--- src/rtl/sdks_pkg.sv ---
// shared types and constants for the scancode decoder key stack
// no dependencies

package sdks_pkg;

    localparam int STACK_DEPTH = 256;
    localparam int COUNT_W     = $clog2(STACK_DEPTH + 1);
    localparam int ADDR_W      = 3;

    localparam logic [7:0]  PREFIX_EXT    = 8'hE0;
    localparam logic [7:0]  PREFIX_PAUSE  = 8'hE1;
    localparam logic [15:0] EXT_BASE      = 16'h0100;
    localparam logic [15:0] CODE_PAUSE    = 16'h1D45;
    localparam logic [15:0] CODE_SPACE    = 16'h0039;

    localparam logic REG_CAPTURE = 1'b0;
    localparam logic KIND_BYTE   = 1'b0;
    localparam logic KIND_POP    = 1'b1;

    typedef struct packed {
        logic       kind;
        logic [7:0] scancode_byte;
    } sc_item_t;

    typedef struct packed {
        logic [7:0]  popped_key;
        logic        code_valid;
        logic [15:0] key_code;
        logic        key_pressed;
        logic        debug_request;
        logic        stack_dropped;
    } res_item_t;

    typedef struct packed {
        logic push;
        logic pop;
    } shift_t;

    typedef struct packed {
        logic       push_req;
        logic       pop_req;
        logic [7:0] push_byte;
    } stack_ctrl_t;

    typedef struct packed {
        logic       empty;
        logic       full;
        logic [7:0] top;
    } stack_stat_t;

    typedef struct packed {
        logic        code_valid;
        logic [15:0] key_code;
        logic        debug_request;
    } dec_t;

endpackage

--- src/rtl/sdks_cell.sv ---
// one stack cell: holds a byte, loads from the cell above on push, below on pop
// depends on sdks_pkg

module sdks_cell
    import sdks_pkg::*;
(
    input  logic       clk,
    input  shift_t     shift,
    input  logic [7:0] above,
    input  logic [7:0] below,
    output logic [7:0] q
);

    logic [7:0] data_reg;

    always_ff @(posedge clk)
    begin
        if (shift.push)
        begin
            data_reg <= above;
        end
        else if (shift.pop)
        begin
            data_reg <= below;
        end
    end

    assign q = data_reg;

endmodule

--- src/rtl/sdks_stack.sv ---
// lifo key stack built as a chain of shifting cells, top in cell 0
// depends on sdks_pkg, sdks_cell

module sdks_stack
    import sdks_pkg::*;
(
    input  logic        clk,
    input  logic        rst_n,
    input  stack_ctrl_t ctrl,
    output stack_stat_t stat
);

    logic [COUNT_W-1:0] count_reg;
    logic [COUNT_W-1:0] count_next;
    logic [7:0]         cell_q [STACK_DEPTH];
    shift_t             shift;
    logic               empty;
    logic               full;

    assign empty      = (count_reg == '0);
    assign full       = (count_reg == COUNT_W'(STACK_DEPTH));
    assign shift.push = ctrl.push_req && !full;
    assign shift.pop  = ctrl.pop_req && !empty;

    always_comb
    begin
        count_next = count_reg;
        if (shift.push)
        begin
            count_next = count_reg + COUNT_W'(1);
        end
        else if (shift.pop)
        begin
            count_next = count_reg - COUNT_W'(1);
        end
    end

    always_ff @(posedge clk or negedge rst_n)
    begin
        if (!rst_n)
        begin
            count_reg <= '0;
        end
        else
        begin
            count_reg <= count_next;
        end
    end

    for (genvar i = 0; i < STACK_DEPTH; i++)
    begin : g_cell
        logic [7:0] above;
        logic [7:0] below;

        if (i == 0)
        begin : g_first
            assign above = ctrl.push_byte;
        end
        else
        begin : g_mid_a
            assign above = cell_q[i-1];
        end

        if (i == STACK_DEPTH - 1)
        begin : g_last
            assign below = '0;
        end
        else
        begin : g_mid_b
            assign below = cell_q[i+1];
        end

        sdks_cell u_cell (
            .clk   (clk),
            .shift (shift),
            .above (above),
            .below (below),
            .q     (cell_q[i])
        );
    end

    assign stat.empty = empty;
    assign stat.full  = full;
    assign stat.top   = cell_q[0];

    a_count_bound: assert property (@(posedge clk) disable iff (!rst_n)
        count_reg <= COUNT_W'(STACK_DEPTH))
        else $error("stack count above depth");

    a_pop_empty: assert property (@(posedge clk) disable iff (!rst_n)
        (ctrl.pop_req && !ctrl.push_req && empty) |=> (count_reg == '0))
        else $error("pop on empty stack changed count");

    a_push_full: assert property (@(posedge clk) disable iff (!rst_n)
        (ctrl.push_req && !ctrl.pop_req && full) |=> $stable(count_reg))
        else $error("push on full stack changed count");

endmodule

--- src/rtl/sdks_prefix.sv ---
// set-1 prefix tracker: e0 extended codes and e1 two-byte codes
// depends on sdks_pkg

module sdks_prefix
    import sdks_pkg::*;
(
    input  logic       clk,
    input  logic       rst_n,
    input  logic       step,
    input  logic [7:0] scancode_byte,
    output dec_t       dec
);

    typedef enum logic [1:0] {
        PFX_NONE  = 2'd0,
        PFX_LAST  = 2'd1,
        PFX_FIRST = 2'd2
    } pfx_state_t;

    pfx_state_t  state_reg;
    pfx_state_t  state_next;
    logic [15:0] saved_reg;
    logic [15:0] saved_next;
    logic [15:0] low7;
    logic        pressed;

    assign low7    = {9'b0, scancode_byte[6:0]};
    assign pressed = !scancode_byte[7];

    always_comb
    begin
        state_next     = state_reg;
        saved_next     = saved_reg;
        dec.code_valid = 1'b0;
        dec.key_code   = '0;
        case (state_reg)
            PFX_NONE:
            begin
                if (scancode_byte == PREFIX_EXT)
                begin
                    state_next = PFX_LAST;
                    saved_next = EXT_BASE;
                end
                else if (scancode_byte == PREFIX_PAUSE)
                begin
                    state_next = PFX_FIRST;
                    saved_next = '0;
                end
                else
                begin
                    dec.code_valid = 1'b1;
                    dec.key_code   = low7;
                end
            end
            PFX_LAST:
            begin
                state_next     = PFX_NONE;
                dec.code_valid = 1'b1;
                dec.key_code   = low7 | saved_reg;
            end
            default:
            begin
                state_next = PFX_LAST;
                saved_next = saved_reg | {1'b0, scancode_byte[6:0], 8'h00};
            end
        endcase
        dec.debug_request = dec.code_valid && pressed &&
                            (dec.key_code == CODE_PAUSE || dec.key_code == CODE_SPACE);
    end

    always_ff @(posedge clk or negedge rst_n)
    begin
        if (!rst_n)
        begin
            state_reg <= PFX_NONE;
            saved_reg <= '0;
        end
        else if (step)
        begin
            state_reg <= state_next;
            saved_reg <= saved_next;
        end
    end

endmodule

--- src/rtl/scancode_decoder_key_stack_unit.sv ---
// scancode decoder key stack: top level with apb register, handshake and result register
// depends on sdks_pkg, sdks_stack, sdks_prefix
//
// usage:
//   sc channel (sc_valid, sc_stall, sc_data) carries one transaction per scancode
//   byte (kind 0) or pop request (kind 1). res channel (res_valid, res_stall,
//   res_data) returns exactly one result transaction for each.
//   a transaction's result is registered and shows on res the following cycle.
//   one transaction per cycle is sustained while res_stall is low.
//   while a result waits under res_stall, sc_stall is raised; as soon as the
//   waiting result is taken a new transaction is accepted in the same cycle.
//   apb register 0 (address 0) bit 0 is capture_enable; write it only while idle.
//   reset clears the stack count, prefix state, capture_enable and the result
//   valid flag; stack cell contents are left as they are and are never read
//   before being written.

module scancode_decoder_key_stack_unit
    import sdks_pkg::*;
(
    input  logic              clk,
    input  logic              rst_n,
    input  logic              psel,
    input  logic              penable,
    input  logic              pwrite,
    input  logic [ADDR_W-1:0] paddr,
    input  logic [31:0]       pwdata,
    output logic [31:0]       prdata,
    output logic              pready,
    input  logic              sc_valid,
    output logic              sc_stall,
    input  sc_item_t          sc_data,
    output logic              res_valid,
    input  logic              res_stall,
    output res_item_t         res_data
);

    logic        capture_reg;
    logic        res_valid_reg;
    res_item_t   res_reg;
    res_item_t   res_next;
    logic        accept;
    logic        is_byte;
    logic        pressed;
    stack_ctrl_t stack_ctrl;
    stack_stat_t stack_stat;
    dec_t        dec;

    assign pready   = 1'b1;
    assign prdata   = (paddr[2] == REG_CAPTURE) ? {31'b0, capture_reg} : '0;
    assign sc_stall = res_valid_reg && res_stall;
    assign accept   = sc_valid && !sc_stall;
    assign is_byte  = (sc_data.kind == KIND_BYTE);
    assign pressed  = !sc_data.scancode_byte[7];

    assign stack_ctrl.push_req  = accept && is_byte && pressed && capture_reg;
    assign stack_ctrl.pop_req   = accept && (sc_data.kind == KIND_POP);
    assign stack_ctrl.push_byte = sc_data.scancode_byte;

    sdks_stack u_stack (
        .clk   (clk),
        .rst_n (rst_n),
        .ctrl  (stack_ctrl),
        .stat  (stack_stat)
    );

    sdks_prefix u_prefix (
        .clk           (clk),
        .rst_n         (rst_n),
        .step          (accept && is_byte),
        .scancode_byte (sc_data.scancode_byte),
        .dec           (dec)
    );

    always_comb
    begin
        res_next = '0;
        if (is_byte)
        begin
            res_next.code_valid    = dec.code_valid;
            res_next.key_code      = dec.key_code;
            res_next.key_pressed   = pressed;
            res_next.debug_request = dec.debug_request;
            res_next.stack_dropped = pressed && capture_reg && stack_stat.full;
        end
        else if (!stack_stat.empty)
        begin
            res_next.popped_key = stack_stat.top;
        end
    end

    always_ff @(posedge clk or negedge rst_n)
    begin
        if (!rst_n)
        begin
            capture_reg   <= 1'b0;
            res_valid_reg <= 1'b0;
        end
        else
        begin
            if (psel && penable && pwrite && pready && paddr[2] == REG_CAPTURE)
            begin
                capture_reg <= pwdata[0];
            end
            if (accept)
            begin
                res_valid_reg <= 1'b1;
            end
            else if (!res_stall)
            begin
                res_valid_reg <= 1'b0;
            end
        end
    end

    always_ff @(posedge clk)
    begin
        if (accept)
        begin
            res_reg <= res_next;
        end
    end

    assign res_valid = res_valid_reg;
    assign res_data  = res_reg;

    a_debug_needs_code: assert property (@(posedge clk) disable iff (!rst_n)
        (res_valid && res_data.debug_request) |->
            (res_data.code_valid && res_data.key_pressed))
        else $error("debug request without completed pressed code");

    a_drop_needs_press: assert property (@(posedge clk) disable iff (!rst_n)
        (res_valid && res_data.stack_dropped) |-> res_data.key_pressed)
        else $error("stack drop on a non-press");

    a_pop_fields: assert property (@(posedge clk) disable iff (!rst_n)
        (res_valid && res_data.popped_key != 8'h00) |->
            (!res_data.key_pressed && !res_data.code_valid))
        else $error("pop result carries decode fields");

endmodule

--- config.mk ---
export PLATFORM = sky130hd
export DESIGN_NAME = scancode_decoder_key_stack_unit
export DESIGN_NICKNAME = d
export VERILOG_FILES = /design/src/rtl/sdks_pkg.sv /design/src/rtl/sdks_cell.sv /design/src/rtl/sdks_stack.sv /design/src/rtl/sdks_prefix.sv /design/src/rtl/scancode_decoder_key_stack_unit.sv
export SDC_FILE = /design/constraint.sdc
export NUM_CORES = 2
export LEC_CHECK = 0
export ABC_AREA = 1
export BUFFER_PORTS_ARGS = -buffer_cell sky130_fd_sc_hd__buf_4
export CORE_ASPECT_RATIO = 0.6
export CORE_MARGIN = 2
export CORE_UTILIZATION = 63
export CTS_CLUSTER_DIAMETER = 50
export CTS_CLUSTER_SIZE = 24
export DETAILED_ROUTE_END_ITERATION = 7
export PLACE_DENSITY = 0.81
export SLEW_MARGIN = 30
export SYNTH_ARGS = -nofsm -noshare
export SYNTH_HDL_FRONTEND = slang
export SYNTH_SLANG_ARGS = --single-unit
export TNS_END_PERCENT = 5
--- constraint.sdc ---
create_clock -name clk -period 33.2 [get_ports clk]
set_input_delay 1.66 -clock clk [delete_from_list [all_inputs] [get_ports clk]]
set_output_delay 1.66 -clock clk [all_outputs]
set_load 0.05 [all_outputs]
==> summary.md <==
| Metric | Value |
|---|---|
| Clock transition at path regs | 0.08 ns |
| Endpoints failing setup | 0 |
| Hold path cells | 2 |
| GRT Total Usage | 0.1968 |
| Fill cell count | 9497 |
| First-pass GRT wire length | 239.9 mm |
| Max reg flops | around 2.0k |
| Clk sink count | between 2k and 2.5k |
| Synthesized flop and latch total | 2095 |
| Post-DP HPWL | around 79 mm |
| Wire per inst | 14.60 µm |
| Fin. max-slew vios | 0 |
| Area growth syn-to-layout | 6.039% |
| Pleak | 36.33 nW |
| I/O Buffers | 48 |
| RSZ-0062 raised after global routing | false |
| Slew @ Worst Pin | a little over 1 ns |
| Post-DP Area | 0.08913 mm² |
| Post-synthesis instance total | around 8.0k |
| Core Area | 0.1397 mm² |
| Congestion Overflow GR | 0 |
| 1st-pass router iterations | 6 |
| Synth unique cells | 30 |
| Worst hold endpoint | u_prefix.saved_reg[10] |
| Worst-skew pair later-pin latency | 0.79 ns |
| Required time of the worst setup path | approximately 34 ns |
| Total wire length | 142.7 mm |
| Yosys warning count | 0 |
| Seq/Total Area, Yosys | 0.7072 |
| Vias per inst | 5.453 |
| Std cell rows | 106 |
| DIE HEIGHT | 294.8 µm |
| Fin Clk Skew | 0.04224 ns |
| DR vias | 53.29k |
| Top FF cell, synth | edfxtp_1 |
| Crit path DAT | 7.70 ns |
| CTS tree | built |
| Resized Gates After CTS | 0 |
| Initial antenna violation count | 2 |
| Placement Setup Slack | 23.91 ns |
| Tot Pwr | 0.005747 W |
| Post-route minimum period | between 7 and 8 ns |
| Largest net degree at the start of global routing | between 300 and 400 |
| Register-to-Register Setup Slack | around 26 ns |
| Highest Clock Rate | roughly 140 MHz |
| H-tree depth | 4 |
| RR Startpoint | capture_reg |
| Post-DRT Antenna Nets | 0 |
| CTS Root Cell | clkbuf_16 |
| Longest Clk Path Bufs | 3 |
| Number of max-cap violations | 0 |
| VDD IR max | 0.00004952 V |
| Post-Layout Cell Count | 9772 |
| EDFF count, synth | just over 2k |
| Hold/Removal Path Class | reg2reg |
| Synthesized area per cell | 11.13 µm² |
| Final-report hold violation count | 0 |
| Crit Path Category | in2reg |
| Max FO, Critical Path | 96 |
| Placed Instances | 9511 |
| Fin Setup TNS | 0 ns |
| CTS buffer count | 135 |
| Final worst setup slack | ~26 ns |
| PD cells | 61.02 mW/mm² |
| Synth Cell Area | 0.08882 mm² |
| Die area | about 0.14 mm² |
| Vias in the first global route | 49.24k |
| IO Count | ~110 |
| Critical hold path startpoint | u_prefix.saved_reg[10] |
| # DRC | 0 |
| Layout cell share with drive strength beyond 1 | 0.04505 |
| Initial Utilization | 0.6360 |
| Nets | 7829 |
| CP Capture Type | register |
| Hold Buf Count CTS | 0 |
| Finished Cell Area | 0.09418 mm² |
| R2R Path End | u_stack.g_cell[247].u_cell.q[3] |
| Placer Congestion | 0.7804 |
| Ys async rst share | 0.009547 |
| Slew margin rel. | 0.3256 |
| Outcome | finished clean |
| Reg2Reg Depth | 10 |
| DR iter-0 viols | 6436 |
| Post-CTS Setup Bufs | 0 |
| Worst setup SP type | primary input |
| Final period util | 0.2205 |
| DIE WIDTH | around 490 µm |
## worst max path at each step
stage | cells past startpoint | slack (ns) | start | endpoint
5_1_grt | 12 | 25.33 | res_stall | u_stack.g_cell[247].u_cell.q[3]
3_3_place_gp | 12 | 24.07 | res_stall | u_stack.g_cell[253].u_cell.q[3]
2_1_floorplan | 8 | 6.00 | res_stall | u_stack.count_reg[1]
3_5_place_dp | 12 | 23.91 | res_stall | u_stack.g_cell[245].u_cell.q[2]
4_1_cts | 12 | 24.73 | res_stall | u_stack.g_cell[249].u_cell.q[3]
6_report | 12 | 25.88 | res_stall | u_stack.g_cell[247].u_cell.q[3]
## worst max-delay path, cell delays in order
cell and delay (ns):
buf_4 0.11, nand2_1 0.14, nand3_2 0.12, nor2_2 0.21
nand2_8 0.33, nand2_8 0.61, buf_6 0.63, buf_4 0.85
buf_4 0.80, buf_6 0.67, buf_4 0.72, buf_6 0.64
## power breakdown
part / switching (W) / leakage, nW / internal, W / total (W)
clock network: 0.000916 / 2.25 / 0.000907 / 0.00182
logic: 0.000403 / 14.3 / 0.000158 / 0.000561
registers: 0.000101 / 19.8 / 0.00326 / 0.00336
total: 0.00142 / 36.3 / 0.00433 / 0.00575
## layer usage
layer	global-route usage	up-vias	wire length (µm)
met5	0	-	8
met4	0.04923	2	2385
met3	0.02685	172	7096
met2	0.2969	1361	65960
met1	0.3056	25390	67200
li1	-	26360	-
## metrics by stage
step | hold WS [ns] | util
4_1_cts | 0.4782 | 0.6717
6_report | 0.4749 | 0.6744
3_3_place_gp | 0.4554 | 0.6380
2_1_floorplan | 0.4419 | -
3_5_place_dp | 0.4593 | 0.6382
5_1_grt | 0.4948 | 0.6744
## area by class of cell
cell class | count | area (µm²) | share of cell area
Clock inverter | 99 | 1105 | 0.01173
Tap cell | 1890 | 2365 | 0.02511
Inverter | 1033 | 3894 | 0.04134
Multi-Input combinational cell | 4397 | 19210 | 0.2040
Clock buffer | 149 | 3580 | 0.03801
Timing Repair Buffer | 108 | 1214 | 0.01289
Antenna cell | 1 | 2.502 | 0.00002657
Sequential cell | 2095 | 62810 | 0.6669
## synthesized netlist by cell type, types with 7 or more instances
cell      number  share of area
nor2_1        47         0.0020
o21ai_0     1707          0.096
buf_6        107          0.014
clkbuf_1     186         0.0079
a21oi_1       13        0.00073
ha_1           7        0.00099
nand4_1        9        0.00063
o21ai_1      250          0.014
nand3_1       12        0.00068
o21ai_2       10        0.00099
buf_2        125         0.0070
buf_4         69         0.0058
edfxtp_1    2075           0.70
nand2_1     2293          0.097
inv_1       1030          0.044
dfrtp_1       20         0.0056
## logic make-up after synthesis
group	synth area share
AO/OA/AOI/OAI	0.1121
XOR/XNOR	0.0002959
adder cells (fa/ha/maj)	0.001211
buffers and inverters	0.07815
flip-flops	0.7072
other	0.00008455
AND/OR/NAND/NOR	0.1010
## placed cells by master (no fill, tap or decap), drive strengths merged, types with 14 or more instances in the layout
master | synthesis | routed
clkinvlp | 0 | 15
dfrtp | 20 | 20
inv | 1032 | 1067
conb | 2 | 33
o21ai | 1967 | 1967
nand2 | 2294 | 2294
edfxtp | 2075 | 2075
clkinv | 1 | 38
buf | 302 | 108
clkbuf | 186 | 149
nor2 | 49 | 49
nand3 | 14 | 14
Note: power is estimated with default switching activity, not from simulation.
